### src/sv/ole_pkg.sv
// shared types, codes and defaults for the ordered list engine
package ole_pkg;

  localparam int CAPACITY_DEF    = 16;
  localparam int VALUE_WIDTH_DEF = 32;
  localparam int DATA_W          = 32;
  localparam int COUNT_FW        = 5;

  localparam logic [2:0] FUNC_PUSH_FRONT = 3'd0;
  localparam logic [2:0] FUNC_PUSH_BACK  = 3'd1;
  localparam logic [2:0] FUNC_POP_FRONT  = 3'd2;
  localparam logic [2:0] FUNC_POP_BACK   = 3'd3;
  localparam logic [2:0] FUNC_DELETE     = 3'd4;
  localparam logic [2:0] FUNC_SEARCH     = 3'd5;
  localparam logic [2:0] FUNC_SWAP       = 3'd6;
  localparam logic [2:0] FUNC_NOP        = 3'd7;

  localparam logic [1:0] STAT_OK        = 2'd0;
  localparam logic [1:0] STAT_NOT_FOUND = 2'd1;
  localparam logic [1:0] STAT_FULL      = 2'd2;
  localparam logic [1:0] STAT_REFUSED   = 2'd3;

  typedef struct packed {
    logic [2:0]               func;
    logic signed [DATA_W-1:0] value;
    logic signed [DATA_W-1:0] second_value;
  } in_item_t;

  typedef struct packed {
    logic [1:0]               status;
    logic signed [DATA_W-1:0] read_value;
    logic [COUNT_FW-1:0]      entry_count;
  } out_item_t;

  // per-cycle command broadcast to every cell
  typedef struct packed {
    logic push_front;
    logic push_back;
    logic pop_front;
    logic del;
    logic swap;
  } cell_cmd_t;

  // seen-so-far flags, front to back
  typedef struct packed {
    logic seen1;
    logic seen2;
  } fwd_link_t;

  // later match inside the swap window, back to front
  typedef struct packed {
    logic later1;
    logic later2;
  } bwd_link_t;

endpackage

### src/sv/ole_cell.sv
// one list position: holds an entry, compares it and shifts with its neighbours
module ole_cell #(
  parameter int VW  = ole_pkg::VALUE_WIDTH_DEF,
  parameter int CW  = 5,
  parameter int IDX = 0
) (
  input  logic              clk,
  input  ole_pkg::cell_cmd_t cmd_i,
  input  logic [VW-1:0]     v1_i,
  input  logic [VW-1:0]     v2_i,
  input  logic [CW-1:0]     count_i,
  input  logic [VW-1:0]     left_i,
  input  logic [VW-1:0]     right_i,
  input  ole_pkg::fwd_link_t fwd_i,
  input  ole_pkg::bwd_link_t bwd_i,
  output logic [VW-1:0]     val_o,
  output logic              last_o,
  output ole_pkg::fwd_link_t fwd_o,
  output ole_pkg::bwd_link_t bwd_o
);

  logic [VW-1:0] val_r;
  logic [VW-1:0] val_nxt;
  logic          occ;
  logic          m1;
  logic          m2;
  logic          in_window;
  logic          at_tail;
  logic          is_p1;
  logic          is_p2;

  assign occ       = CW'(IDX) < count_i;
  assign at_tail   = CW'(IDX) == count_i;
  assign last_o    = CW'(IDX + 1) == count_i;
  assign m1        = occ && (val_r == v1_i);
  assign m2        = occ && (val_r == v2_i);
  assign in_window = !(fwd_i.seen1 && fwd_i.seen2);

  assign fwd_o.seen1  = fwd_i.seen1 | m1;
  assign fwd_o.seen2  = fwd_i.seen2 | m2;
  assign bwd_o.later1 = bwd_i.later1 | (m1 & in_window);
  assign bwd_o.later2 = bwd_i.later2 | (m2 & in_window);

  // latest occurrence of each value up to the stop position
  assign is_p1 = m1 && in_window && !bwd_i.later1;
  assign is_p2 = m2 && in_window && !bwd_i.later2;

  always_comb begin
    val_nxt = val_r;
    if (cmd_i.push_front) begin
      val_nxt = left_i;
    end else if (cmd_i.pop_front || (cmd_i.del && fwd_o.seen1)) begin
      val_nxt = right_i;
    end else if (cmd_i.push_back && at_tail) begin
      val_nxt = v1_i;
    end else if (cmd_i.swap && is_p1) begin
      val_nxt = v2_i;
    end else if (cmd_i.swap && is_p2) begin
      val_nxt = v1_i;
    end
  end

  always_ff @(posedge clk) begin
    val_r <= val_nxt;
  end

  assign val_o = val_r;

endmodule

### src/sv/ordered_list_engine.sv
// top level of the ordered list engine: decode, cell row and result register
// result: registered, valid from the cycle after the input transfer
// throughput: one item per cycle while results are taken; the whole row of
//   cells compares and shifts in that single cycle
// reset (synchronous, rst_n low) empties the list and drops any pending
//   result; stored entries are not cleared
module ordered_list_engine #(
  parameter int CAPACITY    = ole_pkg::CAPACITY_DEF,
  parameter int VALUE_WIDTH = ole_pkg::VALUE_WIDTH_DEF
) (
  input  logic               clk,
  input  logic               rst_n,
  input  logic               in_valid,
  output logic               in_ready,
  input  ole_pkg::in_item_t  in_data,
  output logic               out_valid,
  input  logic               out_ready,
  output ole_pkg::out_item_t out_data
);

  localparam int CW       = $clog2(CAPACITY + 1);
  localparam int DATA_W   = ole_pkg::DATA_W;
  localparam int COUNT_FW = ole_pkg::COUNT_FW;

  logic [CW-1:0]          count_r;
  logic [CW-1:0]          count_nxt;
  logic                   out_valid_r;
  ole_pkg::out_item_t     out_data_r;
  ole_pkg::out_item_t     out_data_nxt;
  logic                   in_accept;
  logic [VALUE_WIDTH-1:0] v1;
  logic [VALUE_WIDTH-1:0] v2;
  logic                   full;
  logic                   empty;
  logic                   found1;
  logic                   found_both;
  logic                   swap_legal;
  logic [VALUE_WIDTH-1:0] tail_val;
  logic [VALUE_WIDTH-1:0] rd_val;
  logic [1:0]             status;
  ole_pkg::cell_cmd_t     cmd_raw;
  ole_pkg::cell_cmd_t     cmd;

  logic [VALUE_WIDTH-1:0] cell_val [CAPACITY];
  logic                   cell_last [CAPACITY];
  ole_pkg::fwd_link_t     fwd_chain [CAPACITY+1];
  ole_pkg::bwd_link_t     bwd_chain [CAPACITY+1];

  assign in_accept = in_valid && in_ready;
  assign in_ready  = !out_valid_r || out_ready;

  assign v1 = VALUE_WIDTH'(in_data.value);
  assign v2 = VALUE_WIDTH'(in_data.second_value);

  assign full       = count_r == CW'(CAPACITY);
  assign empty      = count_r == '0;
  assign found1     = fwd_chain[CAPACITY].seen1;
  assign found_both = fwd_chain[CAPACITY].seen1 && fwd_chain[CAPACITY].seen2;
  assign swap_legal = (count_r >= CW'(2)) && (v1 != v2);

  assign fwd_chain[0]        = '0;
  assign bwd_chain[CAPACITY] = '0;

  for (genvar i = 0; i < CAPACITY; i++) begin : g_cell
    logic [VALUE_WIDTH-1:0] left_val;
    logic [VALUE_WIDTH-1:0] right_val;

    if (i == 0) begin : g_head
      assign left_val = v1;
    end else begin : g_body
      assign left_val = cell_val[i-1];
    end

    if (i == CAPACITY - 1) begin : g_end
      assign right_val = cell_val[i];
    end else begin : g_mid
      assign right_val = cell_val[i+1];
    end

    ole_cell #(
      .VW  (VALUE_WIDTH),
      .CW  (CW),
      .IDX (i)
    ) u_cell (
      .clk     (clk),
      .cmd_i   (cmd),
      .v1_i    (v1),
      .v2_i    (v2),
      .count_i (count_r),
      .left_i  (left_val),
      .right_i (right_val),
      .fwd_i   (fwd_chain[i]),
      .bwd_i   (bwd_chain[i+1]),
      .val_o   (cell_val[i]),
      .last_o  (cell_last[i]),
      .fwd_o   (fwd_chain[i+1]),
      .bwd_o   (bwd_chain[i])
    );
  end

  // tail entry: exactly one cell flags itself as last when the list is not empty
  always_comb begin
    tail_val = '0;
    for (int i = 0; i < CAPACITY; i++) begin
      tail_val = tail_val | (cell_last[i] ? cell_val[i] : '0);
    end
  end

  always_comb begin
    cmd_raw   = '0;
    status    = ole_pkg::STAT_OK;
    rd_val    = '0;
    count_nxt = count_r;
    unique case (in_data.func) inside
      ole_pkg::FUNC_PUSH_FRONT, ole_pkg::FUNC_PUSH_BACK: begin
        if (full) begin
          status = ole_pkg::STAT_FULL;
        end else begin
          count_nxt          = count_r + CW'(1);
          cmd_raw.push_front = in_data.func == ole_pkg::FUNC_PUSH_FRONT;
          cmd_raw.push_back  = in_data.func == ole_pkg::FUNC_PUSH_BACK;
        end
      end
      ole_pkg::FUNC_POP_FRONT, ole_pkg::FUNC_POP_BACK: begin
        if (empty) begin
          status = ole_pkg::STAT_NOT_FOUND;
        end else begin
          count_nxt = count_r - CW'(1);
          if (in_data.func == ole_pkg::FUNC_POP_FRONT) begin
            rd_val            = cell_val[0];
            cmd_raw.pop_front = 1'b1;
          end else begin
            rd_val = tail_val;
          end
        end
      end
      ole_pkg::FUNC_DELETE: begin
        if (!found1) begin
          status = ole_pkg::STAT_NOT_FOUND;
        end else begin
          count_nxt   = count_r - CW'(1);
          cmd_raw.del = 1'b1;
        end
      end
      ole_pkg::FUNC_SEARCH: begin
        if (!found1) begin
          status = ole_pkg::STAT_NOT_FOUND;
        end
      end
      ole_pkg::FUNC_SWAP: begin
        if (!swap_legal) begin
          status = ole_pkg::STAT_REFUSED;
        end else if (!found_both) begin
          status = ole_pkg::STAT_NOT_FOUND;
        end else begin
          cmd_raw.swap = 1'b1;
        end
      end
      ole_pkg::FUNC_NOP: begin
      end
      default: begin
      end
    endcase
  end

  assign cmd = in_accept ? cmd_raw : '0;

  always_comb begin
    out_data_nxt.status      = status;
    out_data_nxt.read_value  = DATA_W'(rd_val);
    out_data_nxt.entry_count = COUNT_FW'(count_nxt);
  end

  always_ff @(posedge clk) begin
    if (!rst_n) begin
      count_r     <= '0;
      out_valid_r <= 1'b0;
    end else begin
      if (in_accept) begin
        count_r     <= count_nxt;
        out_valid_r <= 1'b1;
      end else if (out_ready) begin
        out_valid_r <= 1'b0;
      end
    end
  end

  always_ff @(posedge clk) begin
    if (in_accept) begin
      out_data_r <= out_data_nxt;
    end
  end

  assign out_valid = out_valid_r;
  assign out_data  = out_data_r;

endmodule

### config.mk
export PLATFORM = sky130hd
export DESIGN_NAME = ordered_list_engine
export DESIGN_NICKNAME = d
export VERILOG_FILES = /design/src/sv/ole_pkg.sv /design/src/sv/ole_cell.sv /design/src/sv/ordered_list_engine.sv
export SDC_FILE = /design/constraint.sdc
export NUM_CORES = 2
export LEC_CHECK = 0
export BUFFER_PORTS_ARGS = -buffer_cell sky130_fd_sc_hd__buf_2
export CORE_UTILIZATION = 30
export CTS_BUF_LIST = sky130_fd_sc_hd__clkbuf_16
export CTS_CLUSTER_SIZE = 12
export DETAILED_ROUTE_END_ITERATION = 10
export PLACE_DENSITY_LB_ADDON = 0.15
export SLEW_MARGIN = 10
export SYNTH_ARGS = -nofsm -noshare
export SYNTH_HDL_FRONTEND = slang
export SYNTH_HIERARCHICAL = 1
export SYNTH_SLANG_ARGS = --single-unit
### constraint.sdc
create_clock -name clk -period 18.4 [get_ports clk]
set_input_delay 4.6 -clock clk [delete_from_list [all_inputs] [get_ports clk]]
set_output_delay 4.6 -clock clk [all_outputs]
set_load 0.02 [all_outputs]
# Yosys cells after proc, flatten, opt, wreduce, memory -nomap -nowiden
# Index checks and enable logic that the tools add are counted.
# classes
add_sub_neg	2
n_reduce_logical	261
muxes	120
n_bitwise	104
eq_ne	57
magnitude_cmp	17
# ops
cell	count
$mux 32	97
$eq 32x32->1	32
$or 32x32->32	15
$logic_and 1x1->1	174
$reduce_bool 5->1	15
$or 1x1->1	58
$logic_not 1->1	46
$eq 4x5->1 const A	8
$lt 4x5->1 const A	8
$ne 32x32->1	1
$and 1x1->1	30
$eq 3x5->1 const A	4
$lt 3x5->1 const A	4
$mux 5	4
$logic_or 1x1->1	17
$pmux 5 s3	1
$mux 1	13
$eq 2x5->1 const A	2
$lt 1x5->1 const A	2
$lt 2x5->1 const A	2
$eq 3x3->1 const B	3
$mux 2	4
$pmux 2 s4	1
$reduce_or 2->1	4
15 further kinds	16
# word_totals
out_inout_bits	41
elab_cells	582
input_bits	71
reg_bits	557

# Logic depth before layout (Yosys ltp)
# logic_depth
word_depth	41
depth_mapped	42
mapped_depth_nobuf	40

# Cells and area by module
# Netlist, hierarchy kept.
# modules_own_cells
mod	seq_area_each_um2	n_inst	area_per_inst_um2	cells_per_inst
ordered_list_engine	1291.2	1	5286.3	649
ole_cell (g_cell[4].u_cell)	960.9	1	3140.5	296
ole_cell (g_cell[7].u_cell)	960.9	1	3103.0	296
ole_cell (g_cell[8].u_cell)	960.9	1	2947.8	300
ole_cell (g_cell[13].u_cell)	960.9	1	2921.6	296
ole_cell (g_cell[3].u_cell)	960.9	1	2920.3	300
ole_cell (g_cell[10].u_cell)	960.9	1	2902.8	298
ole_cell (g_cell[12].u_cell)	960.9	1	2885.3	297
ole_cell (g_cell[14].u_cell)	960.9	1	2880.3	296
ole_cell (g_cell[2].u_cell)	960.9	1	2879.0	296
ole_cell (g_cell[6].u_cell)	960.9	1	2871.5	297
ole_cell (g_cell[1].u_cell)	960.9	1	2869.0	296
ole_cell (g_cell[5].u_cell)	960.9	1	2832.7	287
ole_cell (g_cell[15].u_cell)	960.9	1	2825.2	286
+3 rows	-	-	-	-

# Worst setup path before layout
# No wires, ideal clock.
# synth_timing
kind	input-to-reg
start	in in_data[55] (netlist name)
end	reg g_cell[0].u_cell.val_r[0], enable pin
setup_ns	0.397
path_buffers	2
required_ns	18.003
arrival_time_ns	12.093
path_stages	41
slack_ns	5.910
cell_sequence	xor2_1 nor4_1 nand4_1 or2_2 nor2_1 or2_2 a21o_1 a21o_1 a31o_2 or2_2 or2_2 a21o_1 a31o_2 a21o_1 a21o_1 or2_2 or2_2 a21o_1 [... 5 more ...] a31o_2 a31o_2 a21o_1 a21o_1 a31o_2 a31o_2 a41o_1 a31o_2 a21o_1 a21o_1 a41o_1 a31o_2 a31o_2 nand3b_1 or4_1 buf_2 buf_6 nand4b_1
# synth_rtl
item	line	source
start, declared	ordered_list_engine.sv:15	input ole_pkg::in_item_t in_data,
end signal, assigned	ole_cell.sv:64	val_r <= val_nxt;
end, declared	ole_cell.sv:22	logic [VW-1:0] val_r;

==> run metrics <==
status finished, final reports clean; DIE WIDTH around 420 um; root buf cell clkbuf_16; gate count of the mapped netlist around 5400; htree depth 3; site row count roughly 150; GRT Util Overall between 40% and 50%; final WL just over 400000 um; number of remaining DRC errors 0; Initial Utilization a little under a third; non-filler cells, final around 7900; Tmin final approximately 15 ns; dpl hpwl 284000 um; Power Density about 75 nW/um^2; highest achievable clock rate 66.2 MHz; met3 usage 16.0%; WP buf/inv 4; routed wire length per instance between 50 and 60 um; GR peak layer met2; met2 Track Usage GR a little over three fifths; die span in y roughly 420 um; Slew @ Worst Pin roughly 1.3 ns; CTS max path bufs 3; Port Buffer Count approximately 110; share of cells above drive strength 1 roughly an eighth; # hold bufs at CTS 0; initial antenna violation count 68; CTS Buf Count between 70 and 80; Hold Crit Class reg2reg; slowest stage cell, crit path buf_2; Die ar. ~170000 um^2; vias per inst between 7 and 8; CTS tree built; CP max FO 33; core footprint between 150000 and 200000 um^2; largest net degree at the start of global routing around 180; synthesized area slightly above 50000 um^2; post-layout util 34.3%; Critical Path End Type register; Hold Vio Cnt, Final 0; Setup TNS 0 ns; worst r2r src count_r[1]$_SDFFE_PN0P_; first-pass GRT wire length about 530000 um; clk sink count roughly 560; RSZ-0062 raised after global routing no; Reg clk slew, reported paths about 0.060 ns; CTS resizes 0; total gr overflow 0; drt initial violations 9985; Top delay family on crit path simple AND/OR/NAND/NOR gates; R2R depth 41; final setup vio count 0; via count between 50000 and 60000; Max Slew Vio Count 0; # placed instances 7712; nets about 5600; worst endpoint required time around 19 ns; Crit Path Class in2reg; total chip power between 4 and 5 mW; CP Data Arrival Time 15.51 ns; number of global-route vias before repair between 50000 and 60000; clock insertion delay at the later pin of the skew report between 0.7 and 0.8 ns; Peak supply drop roughly 64 uV; Slew HR a little under an eighth; Avg Cell Area, Syn slightly below 10 um^2; YS warnings 6; Startpoint Class input port; Ports between 100 and 150; postcts setup bufs 0; Final Wtd Congestion between 1 and 1.5; period utilisation layout between 80 and 90%; Reg-to-Reg End g_cell[0].u_cell/val_o[29]$_DFFE_PP_; Leak between 20 and 25 nW; M1 GR Usage 57.5%; register-to-register setup slack just under 7 ns; DRT Pass-1 Iters 6; CP most frequent cell or2_2; skew final approximately 0.044 ns; Syn-to-layout area delta 13.1%; hold depth 2; critical path's largest stage delay about 0.8 ns; fill count around 18000; Post-DRT Antenna Nets 0; worst hold path endpoint out_valid$_SDFFE_PN0P_; Max Cap Violations 0; hold_sp out_valid$_SDFFE_PN0P_
state kept, by name, summed over array words and instances, names as in the netlist:
register             cells
g_cell.u_cell/val_o    512
out_data                39
count_r                  5
out_valid                1
through the flow:
| stage | setup slack, ns | hold WS, ns | cell area, um^2 |
|---|---|---|---|
| CTS | 3.95 | 0.544 | 58400 |
| finish | 3.29 | 0.547 | 58500 |
| global placement | 3.18 | 0.515 | 55700 |
| detailed placement | 3.20 | 0.533 | 55700 |
| floorplan | 5.97 | 0.639 | 51700 |
| global route | 3.52 | 0.572 | 58400 |
worst reg2reg max path, delay by kind of cell (launching register included):
| family | cells | cell delay (ns) |
|---|---|---|
| compound gates | 15 | 2.74 |
| buf+inv | 3 | 1.18 |
| flops | 1 | 0.31 |
| simple gates | 23 | 7.00 |
power by group:
part	total (mW)	switching, mW	internal, mW
Sequential	1.70	0.217	1.48
Clock	1.72	0.715	1.01
Combinational	0.976	0.695	0.281
placed cells by master, fill, tap and decap left out, types with 23 or more instances in the layout:
cell type / n
inv_1: 31
xor2_1: 753
nor3_1: 91
nor4_1: 251
a21oi_1: 24
o211ai_1: 451
buf_2: 111
a21o_1: 23
buf_4: 272
nand4_1: 127
diode_2: 28
nor2_1: 103
edfxtp_1: 551
a221oi_1: 59
o211ai_2: 61
a22oi_1: 139
nand3b_1: 484
or2_2: 25
mux2i_1: 513
clkbuf_16: 83
nand3_1: 125
nand2_1: 579
a22o_1: 60
xnor2_1: 312
worst max-delay path by stage:
| stage | end | startpoint | cells after the start | slack, ns |
|---|---|---|---|---|
| floorplan | g_cell[0].u_cell/val_o[0]$_DFFE_PP_ | in_data[55] | 41 | 5.97 |
| global placement | g_cell[0].u_cell/val_o[13]$_DFFE_PP_ | in_data[24] | 42 | 3.18 |
| detailed placement | g_cell[0].u_cell/val_o[26]$_DFFE_PP_ | in_data[24] | 42 | 3.20 |
| CTS | g_cell[0].u_cell/val_o[29]$_DFFE_PP_ | in_data[24] | 42 | 3.95 |
| global route | g_cell[0].u_cell/val_o[29]$_DFFE_PP_ | in_data[48] | 43 | 3.52 |
| finish | g_cell[0].u_cell/val_o[29]$_DFFE_PP_ | in_data[24] | 42 | 3.29 |
metal layers:
layer | vias up | wire length [um]
met5 | - | 548
met4 | 53 | 37500
met3 | 1435 | 52000
met2 | 5073 | 164000
met1 | 28300 | 157000
li1 | 20700 | -
layout make-up:
type	count	area, um^2	share of cell area, %
diodes	28	70.1	0.120
clock buffers	83	2080	3.55
clock inverters	53	623	1.07
inverters	25	93.8	0.161
multi-input cells	4441	33200	56.8
flip-flops and latches	557	16700	28.5
well taps	2295	2870	4.91
repair buffers	394	2820	4.82
(Power assumes the default switching activity.)
